<file path="config.mk">
export PLATFORM = sky130hd
export DESIGN_NAME = ascii_length_header_deframer
export DESIGN_NICKNAME = d
export VERILOG_FILES = /design/src/rtl/alhd_pkg.sv /design/src/rtl/alhd_hdr_parse.sv /design/src/rtl/ascii_length_header_deframer.sv
export SDC_FILE = /design/constraint.sdc
export NUM_CORES = 1
export LEC_CHECK = 0
export BUFFER_PORTS_ARGS = -buffer_cell sky130_fd_sc_hd__buf_2
export CAP_MARGIN = 0
export CORE_UTILIZATION = 61
export CTS_CLUSTER_DIAMETER = 100
export DETAILED_ROUTE_END_ITERATION = 12
export GPL_TIMING_DRIVEN = 0
export PLACE_DENSITY_LB_ADDON = 0.1
export RECOVER_POWER = 25
export SLEW_MARGIN = 20
export SYNTH_ARGS = -nofsm -noshare
export SYNTH_HDL_FRONTEND = slang
export SYNTH_SLANG_ARGS = --single-unit
export TNS_END_PERCENT = 50
</file>
<file path="constraint.sdc">
create_clock -name aclk -period 9.2 [get_ports aclk]
set_input_delay 1.84 -clock aclk [delete_from_list [all_inputs] [get_ports aclk]]
set_output_delay 1.84 -clock aclk [all_outputs]
set_load 0.01 [all_outputs]
</file>
<file path="src/rtl/alhd_pkg.sv">
package alhd_pkg;

    localparam int HDR_LEN    = 14;
    localparam int DIGITS     = 10;
    // Only the low digits can carry a length that passes the size check; any
    // nonzero digit above them already exceeds the largest allowed payload.
    localparam int LOW_DIGITS = 5;
    localparam int VAL_W      = 17;
    localparam int FILL_W     = 4;

    localparam logic [FILL_W-1:0] FILL_FULL = FILL_W'(HDR_LEN - 1);

    localparam logic [7:0] CH_OPEN  = 8'h3C;  // '<'
    localparam logic [7:0] CH_CARET = 8'h5E;  // '^'
    localparam logic [7:0] CH_CLOSE = 8'h3E;  // '>'
    localparam logic [7:0] CH_ZERO  = 8'h30;  // '0'
    localparam logic [7:0] CH_NINE  = 8'h39;  // '9'

    localparam logic [LOW_DIGITS-1:0][VAL_W-1:0] POW10 = {
        17'd10000, 17'd1000, 17'd100, 17'd10, 17'd1
    };

    typedef logic [7:0] byte_t;
    typedef logic [HDR_LEN-1:0][7:0] hdr_bytes_t;

    typedef enum logic [1:0] {
        KIND_PAYLOAD  = 2'd0,
        KIND_EMPTY    = 2'd1,
        KIND_OVERSIZE = 2'd2
    } kind_t;

    typedef struct packed {
        logic match;
        logic oversize;
        logic empty;
    } hdr_status_t;

endpackage

</file>
<file path="src/rtl/alhd_hdr_parse.sv">
module alhd_hdr_parse #(
    parameter int MAX_PAYLOAD = 1024,
    parameter int LEN_W       = 11
) (
    input  alhd_pkg::hdr_bytes_t  hdr,
    output alhd_pkg::hdr_status_t status,
    output logic [LEN_W-1:0]      length
);
    import alhd_pkg::*;

    logic             frame_ok;
    logic             digits_ok;
    logic             high_nonzero;
    logic [VAL_W-1:0] value;
    byte_t            ch;

    assign frame_ok = (hdr[0] == CH_OPEN) && (hdr[1] == CH_CARET) &&
                      (hdr[HDR_LEN-2] == CH_CARET) && (hdr[HDR_LEN-1] == CH_CLOSE);

    always_comb begin
        digits_ok    = 1'b1;
        high_nonzero = 1'b0;
        value        = '0;
        for (int i = 0; i < DIGITS; i++) begin
            ch = hdr[2 + i];
            if (ch < CH_ZERO || ch > CH_NINE) begin
                digits_ok = 1'b0;
            end
            // For a digit character the low nibble is the digit value.
            if (i < DIGITS - LOW_DIGITS) begin
                if (ch[3:0] != 4'd0) begin
                    high_nonzero = 1'b1;
                end
            end else begin
                value = value + VAL_W'(ch[3:0]) * POW10[DIGITS - 1 - i];
            end
        end
    end

    assign status.match    = frame_ok && digits_ok;
    assign status.oversize = high_nonzero || (value > VAL_W'(MAX_PAYLOAD));
    assign status.empty    = !high_nonzero && (value == '0);
    assign length          = value[LEN_W-1:0];

endmodule

</file>
<file path="src/rtl/ascii_length_header_deframer.sv">
// Byte-stream deframer for frames that open with an ASCII length header:
// '<', '^', ten decimal length digits, '^', '>', then that many payload bytes.
// Input channel: one received byte per request on s_valid/s_ready/s_rx_byte.
// Result channel: m_valid/m_ready with m_kind (payload byte, empty frame or
// oversize header dropped), m_payload_byte and m_last on the final payload
// byte. Header bytes and mismatching windows give no result; a header with
// a length above MAX_PAYLOAD gives one oversize result and is discarded.
// Each byte is handled as it is taken: the header check and decimal parse sit
// between the state registers and the output register, so a result appears
// in the cycle after its byte is taken. Throughput is one byte per cycle while
// m_ready is high. When the receiver stalls, the output register holds its
// result and s_ready drops until that result is taken; bytes that give no
// result still need a free output slot to enter.
// Reset (aresetn low, synchronous) empties the header window, returns the
// block to header hunt and clears the output valid.
module ascii_length_header_deframer #(
    parameter int MAX_PAYLOAD = 1024
) (
    input  logic       aclk,
    input  logic       aresetn,
    input  logic       s_valid,
    output logic       s_ready,
    input  logic [7:0] s_rx_byte,
    output logic       m_valid,
    input  logic       m_ready,
    output logic [1:0] m_kind,
    output logic [7:0] m_payload_byte,
    output logic       m_last
);
    import alhd_pkg::*;

    localparam int LEN_W = $clog2(MAX_PAYLOAD + 1);

    logic [HDR_LEN-2:0][7:0] win_reg, win_next;
    logic [FILL_W-1:0]       fill_reg, fill_next;
    logic                    in_payload_reg, in_payload_next;
    logic [LEN_W-1:0]        rem_reg, rem_next;
    logic                    m_valid_reg, m_valid_next;
    kind_t                   kind_reg, kind_next;
    byte_t                   byte_reg, byte_next;
    logic                    last_reg, last_next;

    logic                    accept;
    hdr_bytes_t              hdr;
    hdr_status_t             status;
    logic [LEN_W-1:0]        length;

    assign s_ready = !m_valid_reg || m_ready;
    assign accept  = s_valid && s_ready;

    always_comb begin
        for (int i = 0; i < HDR_LEN - 1; i++) begin
            hdr[i] = win_reg[i];
        end
        hdr[HDR_LEN-1] = s_rx_byte;
    end

    alhd_hdr_parse #(
        .MAX_PAYLOAD (MAX_PAYLOAD),
        .LEN_W       (LEN_W)
    ) u_hdr_parse (
        .hdr    (hdr),
        .status (status),
        .length (length)
    );

    always_comb begin
        win_next        = win_reg;
        fill_next       = fill_reg;
        in_payload_next = in_payload_reg;
        rem_next        = rem_reg;
        m_valid_next    = m_valid_reg && !m_ready;
        kind_next       = kind_reg;
        byte_next       = byte_reg;
        last_next       = last_reg;

        if (accept) begin
            if (in_payload_reg) begin
                rem_next     = rem_reg - LEN_W'(1);
                m_valid_next = 1'b1;
                kind_next    = KIND_PAYLOAD;
                byte_next    = s_rx_byte;
                last_next    = (rem_reg == LEN_W'(1));
                if (rem_reg == LEN_W'(1)) begin
                    in_payload_next = 1'b0;
                end
            end else begin
                // The window always shifts; the fill count says how much of it
                // has been written since it was last emptied.
                for (int i = 0; i < HDR_LEN - 2; i++) begin
                    win_next[i] = win_reg[i+1];
                end
                win_next[HDR_LEN-2] = s_rx_byte;

                if (fill_reg != FILL_FULL) begin
                    fill_next = fill_reg + FILL_W'(1);
                end else if (status.match) begin
                    fill_next = '0;
                    if (status.oversize) begin
                        m_valid_next = 1'b1;
                        kind_next    = KIND_OVERSIZE;
                        byte_next    = '0;
                        last_next    = 1'b0;
                    end else if (status.empty) begin
                        m_valid_next = 1'b1;
                        kind_next    = KIND_EMPTY;
                        byte_next    = '0;
                        last_next    = 1'b0;
                    end else begin
                        in_payload_next = 1'b1;
                        rem_next        = length;
                    end
                end
            end
        end
    end

    always_ff @(posedge aclk) begin
        if (!aresetn) begin
            fill_reg       <= '0;
            in_payload_reg <= 1'b0;
            rem_reg        <= '0;
            m_valid_reg    <= 1'b0;
        end else begin
            fill_reg       <= fill_next;
            in_payload_reg <= in_payload_next;
            rem_reg        <= rem_next;
            m_valid_reg    <= m_valid_next;
        end
    end

    always_ff @(posedge aclk) begin
        win_reg  <= win_next;
        kind_reg <= kind_next;
        byte_reg <= byte_next;
        last_reg <= last_next;
    end

    assign m_valid        = m_valid_reg;
    assign m_kind         = kind_reg;
    assign m_payload_byte = byte_reg;
    assign m_last         = last_reg;

    a_rem_nonzero: assert property (@(posedge aclk) disable iff (!aresetn)
        in_payload_reg |-> (rem_reg != '0))
        else $error("payload mode with no bytes remaining");

    a_fill_range: assert property (@(posedge aclk) disable iff (!aresetn)
        fill_reg <= FILL_FULL)
        else $error("window fill count out of range");

    a_last_ends_frame: assert property (@(posedge aclk) disable iff (!aresetn)
        (accept && in_payload_reg && rem_reg == LEN_W'(1)) |=>
            (!in_payload_reg && m_valid_reg && last_reg))
        else $error("final payload byte did not end the frame");

    a_non_payload_clean: assert property (@(posedge aclk) disable iff (!aresetn)
        (m_valid_reg && kind_reg != KIND_PAYLOAD) |-> (!last_reg && byte_reg == '0))
        else $error("non-payload result carries data");

endmodule
</file>
==> results.py <==
metrics = {
    "sta": {
        "report.final.slew_viol_count": 0,
        "final.setup.worst_slack_ps": 2016,
        "setup_viol": 0,
        "relSlewSlack_pct": 31.03,
        "worstMarginPinSlew_ps": 1035,
        "fin_worst_skew_ps": 8.779,
        "tns_ps": 0,
        "clock.fmax_mhz": 139.2,
        "min_period_ps": 7184,
        "finalHoldViolCount": 0,
        "fin_crit_sh_pct": 78.09,
        "rsz0062_at_grt": "false",
    },
    "cts": {
        "clk_pin_slew_worst_paths_ps": 60,
        "h-tree-depth": 4,
        "clock-sinks": 132,
        "numCtsBuffers": 17,
        "holdBufCountCts": 0,
        "tritoncts": "done",
        "cts_resized": 0,
        "cts-root-buf": "clkbuf_16",
        "post_cts_buffers": 0,
        "clk_path_buf_depth": 2,
        "clock_latency_ps": 410,
    },
    "setup_path": {
        "critical_path.max_stage_delay_ps": 830,
        "r2r_slack_ps": 2020,
        "crit_required_ps": 9230,
        "worstSetupPathType": "reg2reg",
        "cp-end-kind": "flop",
        "r2r_cells": 24,
        "slowest_stage": "a21oi_1",
        "cp_cell_sequence": "fa_1 > inv_1 > fa_1 > inv_1 > ha_1 > a21oi_1 > nor2b_1 > nor2_1 > o21bai_1 > a21o_1 > a21oi_1 > xnor2_1 > ha_1 > ha_1 > ha_1 > and3_1 > o2bb2ai_1 > nor4_1 > mux2i_1 > and3_1 > nand4_1 > buf_2 > o21ai_0 > a21oi_1",
        "crit_arrival_ps": 7210,
        "crit_top_cell": "ha_1",
        "startpoint_type": "flop",
        "cp_max_fo": 11,
    },
    "routing": {
        "wl_per_cell_microns": 17.74,
        "ant_nets": 0,
        "dr_total_vias": 5054,
        "dr.first_iter.drc_count": 495,
        "dr.pass1.iters": 5,
        "wl_microns": 15100,
        "viasPerCell": 5.939,
        "drc": 0,
    },
    "synth": {
        "netlist.area_leader.share_pct": 45.40,
        "yosysUniqueCellTypes": 66,
        "synth.most_common_cell": "edfxtp_1",
        "synth_edf_count": 115,
        "synth_area_sq_um": 7606,
        "syn_avg_cell_area_sq_um": 12.15,
        "synth_area_leaders": "edfxtp_1 (45%), ha_1 (13%), fa_1 (7.1%), dfxtp_1 (4.5%), inv_1 (3.0%)",
        "yosys-top-cells-count": "edfxtp_1 (115), ha_1 (77), inv_1 (61)",
        "ys_seq_area_share_pct": 49.88,
        "ys.flop_type": "edfxtp_1",
        "postSynthCellCount": 626,
        "syn_nets": 742,
        "synth_largest_area_cell": "edfxtp_1",
        "ys.warnings.count": 0,
        "synth_seq_cells": 132,
        "async_flop_share_pct": 0,
    },
    "power_and_ir_drop": {
        "power_w": 0.002256,
        "ir_drop_uv": 201.9,
        "leakagePower_nw": 3.439,
        "clkPwrFrac_pct": 26.0,
        "power.density_nw_per_um2": 265.2,
        "comb_power_share_pct": 42.4,
        "p_int_w": 0.001377,
        "seq_power_share_pct": 31.6,
        "switching_share_pct": 38.95,
        "switching_power_w": 0.0008786,
    },
    "worst_hold_path": {
        "min_path_cells": 0,
        "hp-class": "reg2reg",
    },
    "grt": {
        "antenna_found_initial": 0,
        "grt_pass1_wl_microns": 24010,
        "grt_pass1_vias": 4771,
        "overflow": 0,
        "grt_max_degree": 61,
        "grt_usage_pct": 24.83,
    },
    "final_layout": {
        "areaGrowthSynthToFinish_pct": 11.81,
        "multi_input_area_sq_um": 3520,
        "final_layout_size_suffix_gt1_share_pct": 9.956,
        "nNetsFinal": 787,
        "fillers": 857,
        "design_area_sq_um": 8504,
        "largest_reg_flops": 104,
        "finalNonFillerCells": 851,
        "diodes": 0,
        "seqCellArea_sq_um": 3794,
    },
    "place": {
        "port-buffer-count": 24,
        "hpwl_microns": 10980,
        "post-place-ws_ps": 2055,
        "dpl_cell_area_sq_um": 7988,
        "dpl.cell_count": 820,
        "gp_congestion": 0.8702,
    },
    "floorplan": {
        "boundaryPins": 25,
        "chipWidth_microns": 113.7,
        "start_util_pct": 63.06,
        "die-area_sq_um": 12920,
        "row_count": 40,
        "die_h_microns": 113.7,
        "coreArea_sq_um": 12060,
    },
    "run_status": {
        "outcome": "complete, no violations",
    },
    "job": {
        "drv_cap": 0,
    },
}
routing by layer:
layer | track usage, % | up-vias | share of wire [%] | wire, microns
li1 | - | 2401 | - | -
met1 | 34.57 | 2456 | 45 | 6753
met2 | 38.82 | 174 | 48 | 7185
met3 | 5.154 | 23 | 5.7 | 854
met4 | 9.123 | 0 | 2.0 | 303
met5 | 0 | - | 0 | 0
cell usage in the layout (no fill, tap or decap), types with 4 or more instances in the layout:
cell type,Yosys,layout
a21o_1,14,14
a21oi_1,21,21
a31oi_1,5,5
and2_1,11,11
and3_1,5,5
buf_2,3,27
clkbuf_1,8,8
clkbuf_16,0,17
clkinv_1,2,4
clkinvlp_4,0,4
dfxtp_1,17,17
edfxtp_1,115,115
fa_1,27,27
ha_1,77,77
inv_1,61,61
nand2_1,43,43
nand2b_1,5,5
nand3_1,14,14
nand3b_1,4,4
nand4_1,11,11
nor2_1,28,28
nor2b_1,6,6
nor3_1,4,4
nor4_1,12,12
nor4b_1,4,4
nor4bb_1,5,5
o21a_1,4,4
o21ai_0,21,21
o22ai_1,6,6
o2bb2ai_1,5,5
o31ai_1,5,5
o41a_1,4,4
or3_1,4,4
or4_1,5,5
xnor2_1,15,15
xor2_1,9,9
worst max-delay path, delay by kind of cell (launching register included):
kind / cells / cell delay [ps]
buffers and inverters: 3 / 480
AO/OA/AOI/OAI: 7 / 1770
XOR/XNOR: 1 / 180
multiplexers: 1 / 110
adder cells (fa/ha/maj): 6 / 2510
AND/OR/NAND/NOR: 6 / 1180
flip-flops: 1 / 570
worst paths after layout:
path / start / to
max: hdr[65] / m_kind[1]
min: hdr[8] / hdr[0]
max reg2reg: hdr[65] / m_kind[1]
min reg2reg: hdr[8] / hdr[0]
power groups by stage:
stage	logic [W]	clock network [W]	registers [W]
6_report	0.000957	0.000587	0.000712
5_1_grt	0.00107	0.000619	0.000715
4_1_cts	0.000939	0.000595	0.000712
3_5_place_dp	0.000926	0	0.000723
3_3_place_gp	0.000905	0	0.000725
2_1_floorplan	0.000727	0	0.000715
kinds of logic after synthesis:
| group | after synthesis | share of synthesized area [%] |
|---|---|---|
| flops | 132 | 49.88 |
| mux | 4 | 0.5429 |
| fa+ha+maj | 104 | 19.77 |
| buf+inv | 75 | 3.849 |
| simple gates | 178 | 13.08 |
| compound gates | 109 | 10.12 |
| xor+xnor | 24 | 2.764 |
layout make-up:
cell class	count	share of cell area, %
sequential	132	44.61
multi-input combinational	419	41.39
clock buffer	18	5.046
inverter	63	2.781
tap	168	2.472
timing repair buffer	26	1.971
clock inverter	13	1.030
buffer	12	0.7062
through the flow:
stage                     utilization (%)  hold WS, ps
after global placement              65.80        425.1
after CTS                           70.51        434.3
after global routing                70.51        435.4
after floorplan                         -        416.6
final                               70.51        442.0
after detailed placement            66.22        431.3
Power figures use the tool's default switching activity.
